### config.mk
export PLATFORM = sky130hd
export DESIGN_NAME = att_response_validator
export DESIGN_NICKNAME = d
export VERILOG_FILES = /design/src/rtl/attrv_pkg.sv /design/src/rtl/att_response_validator.sv /design/src/rtl/attrv_pdu_check.sv
export VERILOG_INCLUDE_DIRS = /design/src /design/src/rtl
export SDC_FILE = /design/constraint.sdc
export NUM_CORES = 1
export LEC_CHECK = 0
export ABC_AREA = 0
export BUFFER_PORTS_ARGS = -buffer_cell sky130_fd_sc_hd__buf_2
export CAP_MARGIN = 20
export CORE_MARGIN = 2
export CORE_UTILIZATION = 61
export DETAILED_ROUTE_END_ITERATION = 8
export PLACE_DENSITY_LB_ADDON = 0.15
export SYNTH_ARGS = -nofsm -noshare
export SYNTH_HDL_FRONTEND = slang
export SYNTH_SLANG_ARGS = --single-unit
### constraint.sdc
create_clock -name clk -period 5.7 [get_ports clk]
set_input_delay 0.57 -clock clk [delete_from_list [all_inputs] [get_ports clk]]
set_output_delay 0.57 -clock clk [all_outputs]
set_load 0.02 [all_outputs]
### src/rtl/att_response_validator_defines.svh
// Assertion macros shared by the validator RTL.
`ifndef ATT_RESPONSE_VALIDATOR_DEFINES_SVH
`define ATT_RESPONSE_VALIDATOR_DEFINES_SVH

// Implication checked at every rising clock edge outside reset.
`define ATTRV_ASSERT_IMP(label, ante, cons, msg) \
	label: assert property (@(posedge clk) disable iff (!arst_n) (ante) |-> (cons)) \
		else $error(msg);

// Invariant checked at every rising clock edge outside reset.
`define ATTRV_ASSERT_ALWAYS(label, cond, msg) \
	label: assert property (@(posedge clk) disable iff (!arst_n) 1'b1 |-> (cond)) \
		else $error(msg);

`endif

### src/rtl/attrv_pkg.sv
// Types, opcodes and helpers for the ATT response validator.
package attrv_pkg;

	localparam int unsigned CNT_W = 10;
	localparam int unsigned MTU_W = 10;

	localparam logic [CNT_W-1:0] MAX_PDU_BYTES = 10'd517;
	localparam logic [MTU_W-1:0] LOCAL_MTU_RESET = 10'd23;
	localparam logic [15:0] ATT_MTU_MIN = 16'd23;

	// Transaction kinds on the input channel
	localparam logic [1:0] REQ_ARM = 2'd0;
	localparam logic [1:0] REQ_BYTE = 2'd1;
	localparam logic [1:0] REQ_TIMEOUT = 2'd2;

	// Discovery attribute types
	localparam logic [1:0] ATTR_OTHER = 2'd0;
	localparam logic [1:0] ATTR_CHAR_DECL = 2'd1;
	localparam logic [1:0] ATTR_CCCD = 2'd2;
	localparam logic [1:0] ATTR_USER_DESC = 2'd3;

	// Read-multiple-variable tuple walk
	localparam logic [1:0] TUPLE_LEN_LO = 2'd0;
	localparam logic [1:0] TUPLE_LEN_HI = 2'd1;
	localparam logic [1:0] TUPLE_VALUE = 2'd2;

	// ATT response opcodes
	localparam logic [7:0] OP_ERROR = 8'h01;
	localparam logic [7:0] OP_MTU = 8'h03;
	localparam logic [7:0] OP_FIND_INFO = 8'h05;
	localparam logic [7:0] OP_FIND_BY_VALUE = 8'h07;
	localparam logic [7:0] OP_READ_BY_TYPE = 8'h09;
	localparam logic [7:0] OP_READ = 8'h0B;
	localparam logic [7:0] OP_READ_BLOB = 8'h0D;
	localparam logic [7:0] OP_READ_MULTI = 8'h0F;
	localparam logic [7:0] OP_READ_BY_GROUP = 8'h11;
	localparam logic [7:0] OP_WRITE = 8'h13;
	localparam logic [7:0] OP_PREPARE_WRITE = 8'h17;
	localparam logic [7:0] OP_EXECUTE_WRITE = 8'h19;
	localparam logic [7:0] OP_READ_MULTI_VAR = 8'h21;

	// Find-information formats and element strides
	localparam logic [7:0] FMT_UUID16 = 8'd1;
	localparam logic [7:0] FMT_UUID128 = 8'd2;
	localparam logic [7:0] STRIDE_UUID16 = 8'd4;
	localparam logic [7:0] STRIDE_UUID128 = 8'd18;
	localparam logic [7:0] STRIDE_HANDLES = 8'd4;

	// Element lengths allowed per attribute type, and for read-by-group elements
	localparam logic [7:0] ELEN_CHAR_16 = 8'd7;
	localparam logic [7:0] ELEN_CHAR_128 = 8'd21;
	localparam logic [7:0] ELEN_CCCD = 8'd4;
	localparam logic [7:0] ELEN_GROUP_16 = 8'd6;
	localparam logic [7:0] ELEN_GROUP_128 = 8'd20;

	typedef enum logic [1:0] {
		VERDICT_ACCEPT = 2'd0,
		VERDICT_NOT_PENDING = 2'd1,
		VERDICT_MISMATCH = 2'd2,
		VERDICT_MALFORMED = 2'd3
	} verdict_t;

	typedef struct packed {
		logic pending;
		logic timed_out;
		logic [7:0] exp_req_opcode;
		logic [7:0] exp_rsp_opcode;
		logic [1:0] attr_type;
	} attrv_ctrl_t;

	typedef struct packed {
		logic [CNT_W-1:0] byte_count;
		logic [7:0] latched_opcode;
		logic [7:0] second_byte;
		logic [7:0] field_low_byte;
		logic [7:0] element_phase;
		logic [15:0] tuple_remaining;
		logic [1:0] tuple_phase;
		logic [7:0] held_error_code;
		logic malformed;
	} attrv_pdu_t;

	typedef struct packed {
		attrv_ctrl_t ctrl;
		attrv_pdu_t pdu;
	} attrv_state_t;

	typedef struct packed {
		logic emit;
		verdict_t verdict;
		logic [7:0] opcode;
		logic [MTU_W-1:0] mtu;
		logic [7:0] err;
		logic [7:0] elen;
	} attrv_result_t;

	// Element stride for opcodes whose payload is a run of fixed-size elements
	function automatic logic [7:0] stride_of(input logic [7:0] op, input logic [7:0] sb);
		logic [7:0] s;
		s = 8'd0;
		if (op == OP_FIND_INFO) begin
			if (sb == FMT_UUID16) s = STRIDE_UUID16;
			else if (sb == FMT_UUID128) s = STRIDE_UUID128;
		end else if (op == OP_FIND_BY_VALUE) begin
			s = STRIDE_HANDLES;
		end else if (op == OP_READ_BY_TYPE || op == OP_READ_BY_GROUP) begin
			s = sb;
		end
		return s;
	endfunction

endpackage

### src/rtl/att_response_validator.sv
// Top level of the ATT response validator.
// Checks the response PDU of the one outstanding ATT request of a single connection,
// one byte per transaction. Input transactions are arm (load the expected request and
// response opcodes and the attribute type), PDU byte, or timeout; only the byte marked
// last yields a result, carrying the verdict, the opcode and the MTU, error code and
// element length fields. The block takes one input transaction per clock cycle while the
// input is not stalled: each transaction is registered in the input register, then checked
// and the per-PDU counters updated combinationally, and the result is captured in the
// output register. The per-byte update of the byte and element counters is the loop that
// sets this rate. The output register decouples the sides; the input stalls only while a
// result waits on a stalled output. local_mtu must be written only while idle; the block
// does not enforce this. It resets to 23. No clearing pass follows reset.
`include "att_response_validator_defines.svh"

module att_response_validator import attrv_pkg::*; (
	input logic clk,
	input logic arst_n,
	input logic local_mtu_we,
	input logic [MTU_W-1:0] local_mtu_wdata,
	input logic in_valid,
	output logic in_stall,
	input logic [1:0] req_type,
	input logic [7:0] pdu_byte,
	input logic last_byte,
	input logic [7:0] arm_request_opcode,
	input logic [7:0] arm_response_opcode,
	input logic [1:0] arm_attribute_type,
	output logic out_valid,
	input logic out_stall,
	output logic [1:0] verdict,
	output logic [7:0] response_opcode,
	output logic [MTU_W-1:0] negotiated_mtu,
	output logic [7:0] error_code,
	output logic [7:0] element_length
);

	logic [MTU_W-1:0] local_mtu_q;
	logic valid_s1;
	logic [1:0] req_type_s1;
	logic [7:0] pdu_byte_s1;
	logic last_byte_s1;
	logic [7:0] arm_req_s1;
	logic [7:0] arm_rsp_s1;
	logic [1:0] arm_attr_s1;
	attrv_state_t state_q;
	attrv_state_t state_next;
	attrv_result_t result;
	attrv_result_t res_q;
	logic out_valid_q;
	logic advance;

	// Stage 1 moves on unless a result still sits on a stalled output
	assign advance = !(out_valid_q && out_stall);
	assign in_stall = valid_s1 && !advance;

	always_ff @(posedge clk or negedge arst_n) begin
		if (!arst_n) begin
			local_mtu_q <= LOCAL_MTU_RESET;
		end else if (local_mtu_we) begin
			local_mtu_q <= local_mtu_wdata;
		end
	end

	always_ff @(posedge clk or negedge arst_n) begin
		if (!arst_n) begin
			valid_s1 <= 1'b0;
		end else if (!in_stall) begin
			valid_s1 <= in_valid;
		end
	end

	always_ff @(posedge clk) begin
		if (in_valid && !in_stall) begin
			req_type_s1 <= req_type;
			pdu_byte_s1 <= pdu_byte;
			last_byte_s1 <= last_byte;
			arm_req_s1 <= arm_request_opcode;
			arm_rsp_s1 <= arm_response_opcode;
			arm_attr_s1 <= arm_attribute_type;
		end
	end

	attrv_pdu_check u_check (
		.cur(state_q),
		.req_type(req_type_s1),
		.pdu_byte(pdu_byte_s1),
		.last_byte(last_byte_s1),
		.arm_request_opcode(arm_req_s1),
		.arm_response_opcode(arm_rsp_s1),
		.arm_attribute_type(arm_attr_s1),
		.local_mtu(local_mtu_q),
		.nxt(state_next),
		.res(result)
	);

	always_ff @(posedge clk or negedge arst_n) begin
		if (!arst_n) begin
			state_q <= '0;
			out_valid_q <= 1'b0;
		end else if (advance) begin
			if (valid_s1) state_q <= state_next;
			out_valid_q <= valid_s1 && result.emit;
		end
	end

	always_ff @(posedge clk) begin
		if (advance && valid_s1 && result.emit) begin
			res_q <= result;
		end
	end

	assign out_valid = out_valid_q;
	assign verdict = res_q.verdict;
	assign response_opcode = res_q.opcode;
	assign negotiated_mtu = res_q.mtu;
	assign error_code = res_q.err;
	assign element_length = res_q.elen;

	`ATTRV_ASSERT_IMP(a_stall_only_when_blocked, in_stall, out_valid_q && out_stall,
		"input stalled without a blocked result")
	`ATTRV_ASSERT_IMP(a_mtu_only_on_accept, out_valid_q && res_q.mtu != '0,
		res_q.verdict == VERDICT_ACCEPT && res_q.opcode == OP_MTU,
		"MTU reported outside an accepted MTU response")
	`ATTRV_ASSERT_IMP(a_err_only_on_accept, out_valid_q && res_q.err != 8'd0,
		res_q.verdict == VERDICT_ACCEPT && res_q.opcode == OP_ERROR,
		"error code reported outside an accepted error response")
	`ATTRV_ASSERT_ALWAYS(a_count_bounded, state_q.pdu.byte_count <= MAX_PDU_BYTES,
		"PDU byte count beyond limit")

endmodule

### src/rtl/attrv_pdu_check.sv
// Per-transaction state update and verdict logic of the ATT response validator.
module attrv_pdu_check import attrv_pkg::*; (
	input attrv_state_t cur,
	input logic [1:0] req_type,
	input logic [7:0] pdu_byte,
	input logic last_byte,
	input logic [7:0] arm_request_opcode,
	input logic [7:0] arm_response_opcode,
	input logic [1:0] arm_attribute_type,
	input logic [MTU_W-1:0] local_mtu,
	output attrv_state_t nxt,
	output attrv_result_t res
);

	function automatic logic pdu_valid(
		input logic [7:0] op,
		input logic [7:0] sb,
		input logic [7:0] lb,
		input logic [CNT_W-1:0] len,
		input logic [7:0] ep,
		input logic [1:0] tphase,
		input logic [1:0] attr
	);
		logic ok;
		ok = 1'b0;
		case (op)
			OP_ERROR: ok = (len == 10'd5);
			OP_MTU: ok = (len == 10'd3) && ({lb, sb} >= ATT_MTU_MIN);
			OP_FIND_INFO: ok = (len >= 10'd3) && (stride_of(op, sb) != 8'd0) && (ep == 8'd0);
			OP_FIND_BY_VALUE: ok = (len >= 10'd2) && (ep == 8'd0);
			OP_READ_BY_TYPE: begin
				if (len < 10'd3 || sb < 8'd2 || ep != 8'd0) ok = 1'b0;
				else if (attr == ATTR_CHAR_DECL) ok = (sb == ELEN_CHAR_16) || (sb == ELEN_CHAR_128);
				else if (attr == ATTR_CCCD) ok = (sb == ELEN_CCCD);
				else if (attr == ATTR_USER_DESC) ok = (sb >= 8'd3);
				else ok = 1'b1;
			end
			OP_READ, OP_READ_BLOB, OP_READ_MULTI: ok = 1'b1;
			OP_READ_BY_GROUP: ok = (len >= 10'd3) && (ep == 8'd0) &&
				((sb == ELEN_GROUP_16) || (sb == ELEN_GROUP_128));
			OP_WRITE, OP_EXECUTE_WRITE: ok = (len == 10'd1);
			OP_PREPARE_WRITE: ok = (len >= 10'd5);
			OP_READ_MULTI_VAR: ok = (len >= 10'd3) && (tphase == TUPLE_LEN_LO);
			default: ok = 1'b0;
		endcase
		return ok;
	endfunction

	logic [7:0] stride;
	logic [7:0] ep_inc;
	logic [15:0] tuple_len;
	logic [15:0] peer_mtu;
	logic elements_started;
	logic ok;

	always_comb begin
		nxt = cur;
		res = '0;
		res.verdict = VERDICT_ACCEPT;
		stride = 8'd0;
		ep_inc = 8'd0;
		tuple_len = 16'd0;
		peer_mtu = 16'd0;
		elements_started = 1'b0;
		ok = 1'b0;
		case (req_type)
			REQ_ARM: begin
				nxt.ctrl.exp_req_opcode = arm_request_opcode;
				nxt.ctrl.exp_rsp_opcode = arm_response_opcode;
				nxt.ctrl.attr_type = arm_attribute_type;
				nxt.ctrl.pending = 1'b1;
				nxt.ctrl.timed_out = 1'b0;
				nxt.pdu = '0;
			end
			REQ_TIMEOUT: begin
				nxt.ctrl.timed_out = 1'b1;
			end
			REQ_BYTE: begin
				if (cur.pdu.byte_count >= MAX_PDU_BYTES) begin
					// drop the byte, the PDU is overlong
					nxt.pdu.malformed = 1'b1;
				end else begin
					if (cur.pdu.byte_count == '0) begin
						nxt.pdu = '0;
						nxt.pdu.latched_opcode = pdu_byte;
					end else begin
						if (cur.pdu.byte_count == 10'd1) nxt.pdu.second_byte = pdu_byte;
						if (cur.pdu.byte_count == 10'd4) nxt.pdu.held_error_code = pdu_byte;
						stride = stride_of(cur.pdu.latched_opcode, nxt.pdu.second_byte);
						elements_started = (cur.pdu.latched_opcode == OP_FIND_BY_VALUE) ||
							(cur.pdu.byte_count >= 10'd2);
						ep_inc = cur.pdu.element_phase + 8'd1;
						if (elements_started && stride != 8'd0)
							nxt.pdu.element_phase = (ep_inc >= stride) ? 8'd0 : ep_inc;
						if (cur.pdu.latched_opcode == OP_READ_MULTI_VAR) begin
							tuple_len = {pdu_byte, cur.pdu.field_low_byte};
							case (cur.pdu.tuple_phase)
								TUPLE_LEN_LO: begin
									nxt.pdu.field_low_byte = pdu_byte;
									nxt.pdu.tuple_phase = TUPLE_LEN_HI;
								end
								TUPLE_LEN_HI: begin
									nxt.pdu.tuple_remaining = tuple_len;
									nxt.pdu.tuple_phase = (tuple_len != 16'd0) ?
										TUPLE_VALUE : TUPLE_LEN_LO;
								end
								default: begin
									nxt.pdu.tuple_remaining = cur.pdu.tuple_remaining - 16'd1;
									if (cur.pdu.tuple_remaining == 16'd1)
										nxt.pdu.tuple_phase = TUPLE_LEN_LO;
								end
							endcase
						end
					end
					nxt.pdu.byte_count = cur.pdu.byte_count + 10'd1;
				end

				if (last_byte) begin
					res.emit = 1'b1;
					res.opcode = nxt.pdu.latched_opcode;
					if ((nxt.pdu.latched_opcode == OP_FIND_INFO ||
						nxt.pdu.latched_opcode == OP_READ_BY_TYPE ||
						nxt.pdu.latched_opcode == OP_READ_BY_GROUP) &&
						nxt.pdu.byte_count >= 10'd2)
						res.elen = nxt.pdu.second_byte;
					ok = !nxt.pdu.malformed && pdu_valid(nxt.pdu.latched_opcode,
						nxt.pdu.second_byte, pdu_byte, nxt.pdu.byte_count,
						nxt.pdu.element_phase, nxt.pdu.tuple_phase, cur.ctrl.attr_type);
					if (!cur.ctrl.pending || cur.ctrl.timed_out) begin
						res.verdict = VERDICT_NOT_PENDING;
					end else if (nxt.pdu.latched_opcode == OP_ERROR) begin
						// error response answers the request opcode at offset 1
						if (nxt.pdu.byte_count < 10'd2) res.verdict = VERDICT_MALFORMED;
						else if (nxt.pdu.second_byte != cur.ctrl.exp_req_opcode)
							res.verdict = VERDICT_MISMATCH;
						else res.verdict = ok ? VERDICT_ACCEPT : VERDICT_MALFORMED;
					end else if (nxt.pdu.latched_opcode != cur.ctrl.exp_rsp_opcode) begin
						res.verdict = VERDICT_MISMATCH;
					end else begin
						res.verdict = ok ? VERDICT_ACCEPT : VERDICT_MALFORMED;
					end

					if (res.verdict == VERDICT_ACCEPT) begin
						nxt.ctrl.pending = 1'b0;
						nxt.ctrl.exp_req_opcode = 8'd0;
						nxt.ctrl.exp_rsp_opcode = 8'd0;
						peer_mtu = {pdu_byte, nxt.pdu.second_byte};
						if (nxt.pdu.latched_opcode == OP_MTU)
							res.mtu = (peer_mtu < {6'd0, local_mtu}) ? peer_mtu[MTU_W-1:0] :
								local_mtu;
						if (nxt.pdu.latched_opcode == OP_ERROR)
							res.err = nxt.pdu.held_error_code;
					end
					nxt.pdu = '0;
				end
			end
			default: ;
		endcase
	end

endmodule
* Yosys cells after proc, flatten, opt, wreduce, memory -nomap -nowiden *
Cells that the tools add are included.

storage, ports and cells
  memories = 0
  register bits = 166
  input bits = 44
  latch bits = 0
  logic and storage cells = 209
  bits in read-only memories = 0
  bits in writable memories = 0

operators by class
  shifts and indexed selects = 0
  multiply operators = 0
  order comparisons = 12
  div/mod/pow operators = 0
  bitwise logic cells = 1
  multiplexer cells = 65
  equality and inequality tests = 47
  $add $sub $neg = 3
  reduce and logical (&&, ||, !) cells = 53

operators with widths
  cell                                                                count
  2-to-1 mux 8 bit                                                    23
  one-hot mux 69 bit (2 select lines)                                 1
  2-to-1 mux 68 bit                                                   2
  2-to-1 mux 37 bit                                                   2
  2-to-1 mux 69 bit                                                   1
  one-hot mux 16 bit (2 select lines)                                 2
  == test 8 x 3 -> 1 bit, second input constant                       7
  == test 8 x 5 -> 1 bit, second input constant                       7
  2-to-1 mux 50 bit                                                   1
  == test 8 x 4 -> 1 bit, second input constant                       5
  2-to-1 mux 18 bit                                                   2
  2-to-1 mux 16 bit                                                   2
  greater-or-equal comparator 10 x 2 -> 1 bit, second input constant  3
  == test 8 x 1 -> 1 bit, second input constant                       3
  == test 8 x 2 -> 1 bit, second input constant                       3
  nonzero test 8 bit                                                  3
  == test 10 x 1 -> 1 bit, second input constant                      2
  == test 10 x 3 -> 1 bit, second input constant                      2
  < comparator 10 x 2 -> 1 bit, second input constant                 2
  2-to-1 mux 10 bit                                                   2
  2-to-1 mux 2 bit                                                    10
  == test 16 x 1 -> 1 bit, second input constant                      1
  == test 8 x 6 -> 1 bit, second input constant                       2
  greater-or-equal comparator 16 x 5 -> 1 bit, second input constant  1
  39 further kinds                                                    92

* Depth between registers and ports, before layout *
Gate-level depths: netlist of the first run.

  depth in word-level cells = 43
  gate-level depth with buffers = 21
  mapped depth without buffers = 19

* By module *
From an unflattened synthesis of the first run, not the netlist that was laid out.

unflattened totals
  cells, all modules = 1,076
  area, all modules = 10,731.5 µm²

modules (own cells, without submodules)
  module                  area each (µm²)  cells an instance  seq. area each (µm²)  times used
  att_response_validator  5,780.5          285                4,484.3               1
  attrv_pdu_check         4,951.0          791                0.0                   1

* Worst setup path after synthesis of the first run *
OpenSTA, ideal clock, no wires.

  kind = register -> register
  start = reg state_q[58] (netlist bit)
  end = reg res_q, in the netlist negotiated_mtu[0] (data pin)
  clock period less this slack = 4,936 ps
  arrival time = 4,773 ps
  setup time = 163 ps
  data required time = 5,537 ps
  path buffers = 2
  stages on the path, launching flop included = 19
  path slack = 764 ps
  path through = dfrtp_1 > or4b_1 > or4b_1 > o2bb2a_1 > o21ai_1 > nor2_1 > ha_1 > o21a_1 > o21ai_0 > a2111oi_0 > nor3_1 > a221oi_1 > and4_1 > mux2i_1 > a41o_1 > o21ba_1 > buf_2 > buf_2 > nor3_1

between the ends
  cells in the longest elaborated chain, start to end = 30

ends and longest elaborated chain
  what                                                              line                           source
  from (decl)                                                       att_response_validator.sv:45   attrv_state_t state_q;
  from (signal assigned)                                            att_response_validator.sv:101  if (valid_s1) state_q <= state_next;
  == test 8 x 4 -> 1 bit or == test 8 x 5 -> 1 bit (tied branches)  attrv_pkg.sv:106               end else if (op == OP_READ_BY_TYPE || op == OP_READ_BY_GROUP) begin
  logical OR 1 bit                                                  attrv_pkg.sv:106
  2-to-1 mux 8 bit                                                  attrv_pkg.sv:106
  2-to-1 mux 8 bit                                                  attrv_pkg.sv:104               end else if (op == OP_FIND_BY_VALUE) begin
  2-to-1 mux 8 bit                                                  attrv_pkg.sv:101               if (op == OP_FIND_INFO) begin
  2-to-1 mux 8 bit                                                  attrv_pdu_check.sv:83          if (cur.pdu.byte_count == '0) begin
  2-to-1 mux 8 bit                                                  attrv_pdu_check.sv:79          if (cur.pdu.byte_count >= MAX_PDU_BYTES) begin
  2-to-1 mux 8 bit                                                  attrv_pdu_check.sv:66          case (req_type)
  (+14 left out)                                                    n/a
  2-to-1 mux 2 bit                                                  attrv_pdu_check.sv:134         else if (nxt.pdu.second_byte != cur.ctrl.exp_req_opcode)
  2-to-1 mux 2 bit                                                  attrv_pdu_check.sv:133         if (nxt.pdu.byte_count < 10'd2) res.verdict = VERDICT_MALFORMED;
  2-to-1 mux 2 bit                                                  attrv_pdu_check.sv:131         end else if (nxt.pdu.latched_opcode == OP_ERROR) begin
  2-to-1 mux 2 bit                                                  attrv_pdu_check.sv:129         if (!cur.ctrl.pending || cur.ctrl.timed_out) begin
  2-to-1 mux 2 bit                                                  attrv_pdu_check.sv:118         if (last_byte) begin
  2-to-1 mux 2 bit                                                  attrv_pdu_check.sv:66
  logical NOT 2 bit                                                 attrv_pdu_check.sv:143         if (res.verdict == VERDICT_ACCEPT) begin
  AND reduction 4 bit (no source line) (*)                          n/a
  to (signal assigned)                                              att_response_validator.sv:108  res_q <= result;
  to (decl)                                                         att_response_validator.sv:48   attrv_result_t res_q;

Mark *: on every way between the ends. The rest lies on a longest branch, timed or not. The select of a mux whose other input is x is not followed.
A chain may end at the register's enable or synchronous reset.

* Worst setup path in the final report of the first run *
  start = reg state_q[58] (netlist bit)
  end = reg res_q, in the netlist negotiated_mtu[8] (data pin)

The elaborated chain is that of the path after synthesis.

==> PnR_summary.wiki, run 1 <==
{| class="wikitable"
! Metric !! Value
|-
| Via count of the first global-routing pass || 7,824
|-
| Layout net count || 1,176
|-
| Data arrival time of the critical path || 5.47 ns
|-
| Worst slew margin relative to its limit || 26.2%
|-
| Worst setup startpoint || state_q[58]
|-
| Post-cts repair resize count || 0
|-
| Reg2reg start || state_q[58]
|-
| Total congestion overflow after global routing || 0
|-
| Required time reported for the critical path endpoint || 5.85 ns
|-
| Initial antenna violation count || 0
|-
| Starting utilization of the core area || 61.9%
|-
| Setup slack of the most critical reg-to-reg path || 0.39 ns
|-
| Slew at the pin with the worst max-slew slack || 1.10 ns
|-
| Status || finished clean
|-
| Placer congestion estimate || 0.991
|-
| Average via count per standard cell || 6.37
|-
| ANT cells || 0
|-
| Area of the core || 15,700 um^2
|-
| Register ranked first by flip-flop count || state_q
|-
| Input/output buffers || 81
|-
| Most used flip-flop cell after synthesis || dfrtp_1
|-
| Clock slew seen by the registers of the worst setup and hold paths || 0.07 ns
|-
| Wire length reported by the detailed router || 26,000 um
|-
| Wire length per cell || 19.5 um
|-
| Combined area of all synthesized cells || 9730 um^2
|-
| Number of DRC violations after detailed routing || 0
|-
| TritonCTS clock tree || done
|-
| Max-slew violation count || 0
|-
| Mapped Avg Cell Area || 9.38 um^2
|-
| Number of distinct library cells after synthesis || 85
|-
| Setup repair after global routing missed its margin || false
|-
| TNS Setup || 0 ns
|-
| Max VDD drop || 233 uV
|-
| Clk root buf || clkbuf_16
|-
| Post-CTS setup-driven buffer insertion count || 0
|-
| Period utilisation layout || 93.2%
|-
| TritonRoute pass-1 iters || 5
|-
| Warning count from the yosys run || 0
|-
| Synth Register Bits || 166
|-
| CTS buffer count || 17
|-
| X dimension of the die || 130 um
|-
| Global router's overall resource usage || 31.7%
|-
| Ratio of cells with drive above 1 in the final layout || 17.3%
|-
| Number of rows created at floorplan || 46
|-
| Post-placement worst setup slack || 0.326 ns
|-
| Setup slack after layout || 0.387 ns
|-
| Final hold violation count || 0
|-
| Post-route minimum period || 5.31 ns
|-
| Worst reg2reg path endpoint || negotiated_mtu[8]
|-
| Clk_lat worst skew || 0.43 ns
|-
| Type of the most critical hold path || input port to asynchronous set/reset pin
|-
| Number of nets with antenna violations after detailed routing || 0
|-
| Layout Cells excl Fill || 1,336
|-
| Die outline height || 130 um
|-
| Power density of the placed cells || 311 nW/um^2
|-
| Instance count after placement with tap cells included || 1,304
|-
| Crit path max fanout || 13
|-
| Mapped Cells || 1,038
|-
| Die area || 17,000 um^2
|-
| HPWL after detailed placement || 18,100 um
|-
| Number of buffers on the longest clock path || 2
|-
| Count of hold buffers inserted by post-cts repair || 0
|-
| Number of flip-flops under the largest register name || 89
|-
| TritonCTS Sinks || 166
|-
| Number of flops mapped to enable cells by yosys || 65
|-
| Synthesized net count || 1,107
|-
| Share of synthesized area occupied by flip-flops and latches || 46.1%
|-
| Worst reg-to-reg path cell count || 18
|-
| Maximum frequency from static timing analysis || 188 MHz
|-
| Boundary pin count || 82
|-
| Leakage Power || 4.47 nW
|-
| Setup Crit Path Kind || flip-flop to flip-flop
|-
| Htree depth || 4
|-
| Kind of capture point of the worst setup path || flip-flop
|-
| Layout filler cell count || 1,235
|-
| Vias post-DR || 8,505
|-
| Kind of launch point of the worst setup path || flip-flop
|-
| Final setup violation count || 0
|-
| Final worst clock skew || 0.00984 ns
|-
| Wire length of the first global-routing pass || 41,000 um
|-
| Number of violations of the max-capacitance limit || 0
|-
| Largest net degree at the start of global routing || 55
|-
| Area Growth Syn to Fin || 12.6%
|-
| Post-synth ARST share || 60.8%
|-
| Detailed router's first-iteration violation count || 1,064
|}
## power breakdown
part	internal (W)	total [W]	switching, W
Combinational	0.000339	0.000932	0.000593
Clock	0.000592	0.00109	0.000502
Sequential	0.00132	0.00139	0.0000713
Total	0.00225	0.00341	0.00117
## critical path, stage by stage, from the launching register on
cell and delay (ns):
dfrtp_1 0.43, or4b_1 0.65, or4b_1 0.58, o2bb2a_1 0.31, o21ai_1 0.14, nor2_1 0.07, ha_1 0.21, or4_1 0.50
a21oi_1 0.12, a2111oi_0 0.08, buf_4 0.16, nor2_1 0.30, a22oi_1 0.10, and4_1 0.23, mux2i_1 0.22, a41o_1 0.23
o21ba_2 0.35, buf_4 0.26, nor3_1 0.08
## routing by layer
layer	track usage (%)	routed length (um)	vias up
li1	-	-	3968
met1	43.8	11200	4066
met2	48.8	12000	401
met3	6.48	1940	70
met4	13.9	805	0
met5	0	0	-
## cells by family after synthesis
logic type,Yosys count,synth area share [%]
xor+xnor,27,2.43
flops,166,46.1
compound gates,292,20.4
mux,29,3.03
buf+inv,99,4.36
simple gates,400,20.5
fa+ha+maj,25,3.21
## layout make-up
cell class                      count  area, um^2  area share [%]
Inverter                           28         105           0.959
Sequential cell                   166        4480            40.9
Multi-Input combinational cell    773        4840            44.2
Tap cell                          216         270            2.47
Clock buffer                       21         460            4.20
Timing Repair Buffer              121         708            6.46
Clock inverter                     11        90.1           0.822
## synth_stat cells (4+ instances only)
cell type / number / share of area (%)
nor3b_1: 4 / 0.31
nor3_1: 45 / 2.3
nand3b_1: 4 / 0.31
a22oi_1: 6 / 0.46
o21ai_0: 99 / 5.1
and2_1: 5 / 0.32
xnor2_1: 21 / 1.9
nand3_1: 27 / 1.4
nand4b_1: 5 / 0.45
nand2b_1: 8 / 0.51
o2bb2ai_1: 5 / 0.45
or3_1: 11 / 0.71
o211ai_1: 4 / 0.31
o21ai_1: 5 / 0.26
nor4_1: 15 / 0.96
nand4_1: 9 / 0.58
a21o_1: 4 / 0.31
nor2b_1: 16 / 1.0
dfrtp_1: 97 / 25
a2111oi_2: 6 / 0.93
or4_1: 6 / 0.46
a22o_1: 27 / 2.4
o31ai_1: 8 / 0.62
nor2_1: 98 / 3.8
mux2_2: 4 / 0.46
a31oi_1: 6 / 0.39
o21a_1: 7 / 0.54
mux2i_1: 25 / 2.6
o41ai_1: 4 / 0.36
nand2_1: 112 / 4.3
clkbuf_1: 55 / 2.1
or2_2: 4 / 0.26
buf_2: 8 / 0.41
dfstp_2: 4 / 1.1
xor2_1: 6 / 0.54
inv_1: 28 / 1.1
a21oi_1: 52 / 2.7
a41oi_1: 7 / 0.63
edfxtp_1: 65 / 20
a21oi_2: 9 / 0.81
ha_1: 25 / 3.2
and3_1: 12 / 0.77
## through the flow
| step | instance area (um^2) | util, % | power (W) | hold WS, ns |
|---|---|---|---|---|
| 6_report | 11000 | 69.8 | 0.00341 | 0.159 |
| 4_1_cts | 11000 | 69.7 | 0.00339 | 0.187 |
| 5_1_grt | 11000 | 69.8 | 0.00355 | 0.213 |
| 3_5_place_dp | 10400 | 66.2 | 0.00231 | 0.469 |
| 2_1_floorplan | 9730 | - | 0.00202 | 0.274 |
| 3_3_place_gp | 10400 | 66.2 | 0.00230 | 0.458 |
## worst max-delay path by stage
stage / endpoint / slack, ns
6_report: negotiated_mtu[8] / 0.39
4_1_cts: negotiated_mtu[8] / 0.30
5_1_grt: error_code[1] / 0.10
3_5_place_dp: negotiated_mtu[8] / 0.33
2_1_floorplan: negotiated_mtu[0] / 0.76
3_3_place_gp: negotiated_mtu[8] / 0.40
## cell usage in the layout (no fill, tap or decap), drive strengths merged, types with 11 or more instances in the layout
cell type    n
nor2        99
and3        12
ha          25
a21oi       61
a22o        27
a2111oi     11
nor2b       16
xnor2       21
dfrtp       97
or3         11
nand3       27
nand2      112
nor4        17
mux2i       25
nor3        46
inv         35
clkbuf      21
buf        121
edfxtp      65
o21ai      105
(Power assumes the default switching activity.)
==> run 2, diff against run 1 <==
RECOVER_POWER = 25   (was default)
==> run 2 against run 1 <==
  * Cell area about the same
  * Sequential power about the same
  * Worst setup slack worse by 0.0087 ns
  * Total power about the same
  * Final cell count did not move
  * Global-route usage is the same
  * Sequential share of layout area about the same
  * Maximum frequency decreased by 0.16%
  * The run now ends with max-capacitance violations, max-slew violations left
  * First-iteration DRC count increased by 0.56%
  * Largest power group unchanged
  * Flip-flop and latch count unchanged
  * Wire length is essentially flat
  * Highest routed layer unchanged
  * Clock skew is 0.00054 ns higher
==> PnR_summary.wiki, run 2 (synthesis gave the netlist of run 1 again) <==
{| class="wikitable"
! Metric !! Value
|-
| X dimension of the die || 130 um
|-
| Ratio of cells with drive above 1 in the final layout || 17.0%
|-
| Wire length reported by the detailed router || 26,000 um
|-
| Register ranked first by flip-flop count || state_q
|-
| Cell with the largest stage delay on the worst path || or4b_1
|-
| WP buf/inv || 2
|-
| Data arrival time of the critical path || 5.47 ns
|-
| Initial antenna violation count || 0
|-
| Final setup violation count || 0
|-
| Max VDD drop || 232 uV
|-
| Setup repair after global routing missed its margin || false
|-
| Global router's overall resource usage || 31.7%
|-
| Violations in the final reports || max-capacitance violations, max-slew violations
|-
| Instance count after placement with tap cells included || 1,304
|-
| Status || finished, violations left
|-
| Switching pwr || 0.00117 W
|-
| Clk root buf || clkbuf_16
|-
| Area Growth Syn to Fin || 12.5%
|-
| Vias post-DR || 8,515
|-
| Critical path cell sequence || or4b_1, or4b_1, o2bb2a_1, o21ai_1, nor2_1, ha_1, or4_1, a21oi_1, a2111oi_0, buf_4, nor2_1, a22oi_1, and4_1, mux2i_1, a41o_1, o21ba_2, buf_4, nor3_1
|-
| Number of cells traversed by the worst hold path || 1
|-
| Largest net degree at the start of global routing || 55
|-
| Number of rows created at floorplan || 46
|-
| Final worst clock skew || 0.0104 ns
|-
| Starting utilization of the core area || 61.9%
|-
| Reg2reg start || state_q[58]
|-
| Period utilisation layout || 93.4%
|-
| Most frequent cells in the layout || nand2_1 (112), o21ai_0 (99), nor2_1 (98)
|-
| Worst reg-to-reg path cell count || 18
|-
| Worst reg2reg path endpoint || negotiated_mtu[8]
|-
| Input/output buffers || 81
|-
| Slew at the pin with the worst max-slew slack || 2.89 ns
|-
| Setup slack of the most critical reg-to-reg path || 0.38 ns
|-
| Average via count per standard cell || 6.37
|-
| Power density of the placed cells || 311 nW/um^2
|-
| Post-placement worst setup slack || 0.326 ns
|-
| Total congestion overflow after global routing || 0
|-
| Detailed router's first-iteration violation count || 1,070
|-
| TritonRoute pass-1 iters || 6
|-
| Kind of launch point of the worst setup path || flip-flop
|-
| Number of flip-flops under the largest register name || 89
|-
| ANT cells || 0
|-
| Boundary pin count || 82
|-
| Via count of the first global-routing pass || 7,824
|-
| Setup Crit Path Kind || flip-flop to flip-flop
|-
| Switching share of power || 34.2%
|-
| Die area || 17,000 um^2
|-
| Origin of the worst min-delay path || arm_response_opcode[2]
|-
| Endpoint of the worst hold path || arm_rsp_s1[2]
|-
| Htree depth || 4
|-
| Number of DRC violations after detailed routing || 0
|-
| TNS Setup || 0 ns
|-
| Area of the core || 15,700 um^2
|-
| Clk_lat worst skew || 0.43 ns
|-
| Number of violations of the max-capacitance limit || 1
|-
| Cell-internal power || 0.00225 W
|-
| Logic gate share of total power || 27.3%
|-
| CTS buffer count || 17
|-
| Crit path max fanout || 13
|-
| Max-slew violation count || 49
|-
| Final hold violation count || 0
|-
| Kind of capture point of the worst setup path || flip-flop
|-
| Worst slew margin relative to its limit || -92.4%
|-
| Die outline height || 130 um
|-
| TritonCTS Sinks || 166
|-
| Portion of total power attributed to sequential cells || 40.6%
|-
| Number of nets with antenna violations after detailed routing || 0
|-
| Layout net count || 1,176
|-
| Clock slew seen by the registers of the worst setup and hold paths || 0.07 ns
|-
| Maximum frequency from static timing analysis || 188 MHz
|-
| Wire length of the first global-routing pass || 41,000 um
|-
| Required time reported for the critical path endpoint || 5.85 ns
|-
| Leakage Power || 4.46 nW
|-
| Cell type group with the largest total delay on the critical path || simple AND/OR/NAND/NOR gates
|-
| Post-CTS setup-driven buffer insertion count || 0
|-
| Post-route minimum period || 5.32 ns
|-
| HPWL after detailed placement || 18,100 um
|-
| Number of buffers on the longest clock path || 2
|-
| Post-cts repair resize count || 0
|-
| Layout Cells excl Fill || 1,336
|-
| Count of hold buffers inserted by post-cts repair || 0
|-
| Wire length per cell || 19.5 um
|-
| Fraction of power consumed by the clock network || 32.1%
|-
| Type of the most critical hold path || input port to flip-flop
|-
| Most frequent standard cell in the layout excluding fill and tap cells || nand2_1
|-
| TritonCTS clock tree || done
|-
| Placer congestion estimate || 0.991
|-
| Setup slack after layout || 0.378 ns
|-
| Maximum single-stage delay on the critical path || 0.65 ns
|}
run 2: per-layer routing:
layer  up-vias  wire (um)  GRT usage [%]
met4         0        840           13.9
met2       415      12000           48.8
met1      4053      11200           43.8
met3        75       1990           6.48
li1       3972          -              -
met5         -          0              0
run 2: worst max path at each step:
stage               depth (start not counted)  slack, ns                end         from
floorplan                                  18       0.76  negotiated_mtu[0]  state_q[58]
global placement                           18       0.40  negotiated_mtu[8]  state_q[58]
detailed placement                         18       0.33  negotiated_mtu[8]  state_q[58]
finish                                     18       0.38  negotiated_mtu[8]  state_q[58]
CTS                                        18       0.30  negotiated_mtu[8]  state_q[58]
global route                               18       0.10      error_code[1]  state_q[58]
run 2: metrics by stage:
step / total power [W] / instance area, um^2 / hold WS, ns / util [%]
final: 0.00341 / 11000 / 0.307 / 69.7
after detailed placement: 0.00231 / 10400 / 0.469 / 66.2
after global placement: 0.00230 / 10400 / 0.458 / 66.2
after floorplan: 0.00202 / 9730 / 0.274 / -
after global routing: 0.00355 / 11000 / 0.290 / 69.7
after CTS: 0.00339 / 11000 / 0.187 / 69.7
run 2: cell type report:
class	count	area, um^2
fillers	1235	4760
inverters	28	105
multi-input cells	773	4840
well taps	216	270
clock inverters	11	90.1
clock buffers	21	460
repair buffers	121	701
flip-flops and latches	166	4480
run 2: power groups by stage:
| stage | Clock (W) | Combinational (W) | Sequential, W |
|---|---|---|---|
| 6_report | 0.00109 | 0.000931 | 0.00139 |
| 5_1_grt | 0.00115 | 0.00101 | 0.00140 |
| 2_1_floorplan | 0 | 0.000637 | 0.00139 |
| 3_3_place_gp | 0 | 0.000898 | 0.00140 |
| 4_1_cts | 0.00110 | 0.000908 | 0.00138 |
| 3_5_place_dp | 0 | 0.000902 | 0.00141 |
==> run 3, diff against run 2 <==
BUFFER_PORTS_ARGS = default   (was -buffer_cell sky130_fd_sc_hd__buf_2)
CORE_UTILIZATION = 65   (was 61)
DONT_BUFFER_PORTS = 1   (was default)
==> run 3 against run 2 <==
  * The flow still finishes with violations (max-capacitance violations, max-slew violations)
  * Sequential power barely moved
  * Worst setup slack got worse by 0.060 ns
  * Flip-flop and latch count stayed put
  * Worst hold slack worse by 0.12 ns
  * Register-to-register slack got worse by 0.06 ns
  * Critical path depth unchanged
  * Critical path type unchanged
==> PnR_summary.wiki, run 3 (synthesis gave the netlist of run 1 again) <==
{| class="wikitable"
! Metric !! Value
|-
| Status || finished, violations left
|-
| Violations in the final reports || max-capacitance violations, max-slew violations
|-
| TNS Setup || 0 ns
|-
| Average via count per standard cell || 6.82
|-
| Number of cells traversed by the worst hold path || 1
|-
| Boundary pin count || 82
|-
| Total congestion overflow after global routing || 0
|-
| Number of buffers on the longest clock path || 2
|-
| Fraction of the core area covered by cells at the end of the flow || 72.2%
|-
| Clk_lat worst skew || 0.44 ns
|-
| Htree depth || 4
|-
| Power density of the placed cells || 324 nW/um^2
|-
| Die area || 16,000 um^2
|-
| Clk root buf || clkbuf_16
|-
| Type of the most critical hold path || input port to flip-flop
|-
| Critical path cell sequence || or4b_1, or4b_1, o2bb2a_1, o21ai_1, nor2_1, ha_1, or4_1, a21oi_1, a2111oi_1, buf_4, nor2_1, a22oi_1, and4_1, mux2i_1, a41o_1, o21ba_2, buf_4, nor3_1
|-
| Wire length per cell || 21.0 um
|-
| Maximum frequency from static timing analysis || 186 MHz
|-
| Worst reg-to-reg path cell count || 18
|-
| Period utilisation layout || 94.4%
|-
| TritonCTS Sinks || 166
|-
| Number of DRC violations after detailed routing || 0
|-
| Kind of launch point of the worst setup path || flip-flop
|-
| Crit path max fanout || 13
|-
| Final hold violation count || 0
|-
| X dimension of the die || 126 um
|-
| Placer congestion estimate || 1.02
|-
| Max VDD drop || 306 uV
|-
| TritonCTS clock tree || done
|-
| Initial antenna violation count || 1
|-
| Slew at the pin with the worst max-slew slack || 2.66 ns
|-
| Layout Cells excl Fill || 1,224
|-
| Cell type group with the largest total delay on the critical path || simple AND/OR/NAND/NOR gates
|-
| Setup Crit Path Kind || flip-flop to flip-flop
|-
| Area Growth Syn to Fin || 8.18%
|-
| Number of violations of the max-capacitance limit || 1
|-
| Wire length of the first global-routing pass || 41,900 um
|-
| Number of rows created at floorplan || 44
|-
| Leakage Power || 4.15 nW
|-
| Layout net count || 1,095
|-
| Placed inst area || 9940 um^2
|-
| Ratio of cells with drive above 1 in the final layout || 10.9%
|-
| Largest net degree at the start of global routing || 102
|-
| HPWL after detailed placement || 17,500 um
|-
| CTS buffer count || 17
|-
| Clock slew seen by the registers of the worst setup and hold paths || 0.07 ns
|-
| Data arrival time of the critical path || 5.55 ns
|-
| Setup repair after global routing missed its margin || false
|-
| Wire length reported by the detailed router || 25,700 um
|-
| Starting utilization of the core area || 66.7%
|-
| WP buf/inv || 2
|-
| Worst slew margin relative to its limit || -77.1%
|-
| Required time reported for the critical path endpoint || 5.87 ns
|-
| Number of flip-flops under the largest register name || 89
|-
| Cell with the largest stage delay on the worst path || or4b_1
|-
| Number of nets with antenna violations after detailed routing || 0
|-
| Detailed router's first-iteration violation count || 891
|-
| Kind of capture point of the worst setup path || flip-flop
|-
| TritonRoute pass-1 iters || 6
|-
| Area of the core || 14,600 um^2
|-
| Most frequent standard cell in the layout excluding fill and tap cells || nand2_1
|-
| Instance count after placement with tap cells included || 1,189
|-
| Non-Filler Cell Area, Final || 10,500 um^2
|-
| Crit. path cell count || 18
|-
| Post-placement worst setup slack || 0.277 ns
|-
| Post-route minimum period || 5.38 ns
|-
| Via count of the first global-routing pass || 7,839
|-
| Setup slack after layout || 0.318 ns
|-
| Final setup violation count || 0
|-
| Global router's overall resource usage || 33.3%
|-
| Input/output buffers || 0
|-
| Vias post-DR || 8,342
|-
| Final worst clock skew || 0.00991 ns
|-
| Die outline height || 126 um
|-
| Maximum single-stage delay on the critical path || 0.64 ns
|-
| Most frequent cells in the layout || nand2_1 (112), o21ai_0 (99), nor2_1 (98)
|-
| Max-slew violation count || 102
|-
| Register ranked first by flip-flop count || state_q
|}
[run 3: changes by cell type in the layout (fill, tap and decap cells not counted), moves of 2 or more]
cell and change:
clkbuf_8 -2, clkbuf_1 -5, buf_2 -77, clkinv_4 +2, buf_4 -2
[run 3: per-layer routing]
layer	track usage, %	vias to the layer above	wire length (um)
li1	-	3816	-
met1	47.2	3995	10900
met2	51.2	461	11800
met3	7.04	70	2250
met4	12.4	0	732
met5	0	-	0
[run 3: through the flow]
| step | power [W] | hold WS (ns) |
|---|---|---|
| floorplan | 0.00202 | 0.274 |
| global route | 0.00354 | 0.195 |
| CTS | 0.00339 | 0.0926 |
| detailed placement | 0.00226 | 0.277 |
| global placement | 0.00225 | 0.276 |
| finish | 0.00341 | 0.187 |
[run 3: path summary, 6_finish.rpt]
| kind | start | slack, ns | to |
|---|---|---|---|
| min in group asynchronous | arst_n | 0.94 | local_mtu_q[5] |
| max in group asynchronous | arst_n | 3.20 | state_q[78] |
| worst min-delay path | local_mtu_we | 0.19 | local_mtu_q[1] |
| worst max-delay path | state_q[58] | 0.32 | negotiated_mtu[8] |
| worst max register to register | state_q[58] | 0.32 | negotiated_mtu[8] |
| worst min register to register | arm_attr_s1[1] | 0.49 | state_q[70] |
[run 3: what timing repair did]
action	4_1_cts	5_1_grt
setup endpoints to repair	0	13
endpoints found under the hold margin	101	0
gates resized for setup	0	2
buffers inserted	0	0
hold buffers	1	0
[run 3: cell type report]
type | count | area, um^2
Multi-Input combinational cell | 773 | 4840
Fill cell | 1070 | 4060
Tap cell | 184 | 230
Clock inverter | 14 | 138
Inverter | 28 | 105
Timing Repair Buffer | 40 | 302
Sequential cell | 166 | 4480
Antenna cell | 1 | 2.50
Clock buffer | 18 | 429
[run 3: where the power goes]
group / switching, W / internal (W) / total [W] / leakage [nW]
clock network: 0.000505 / 0.000612 / 0.00112 / 0.278
registers: 0.0000784 / 0.00132 / 0.00139 / 1.96
logic: 0.000575 / 0.000323 / 0.000897 / 1.91
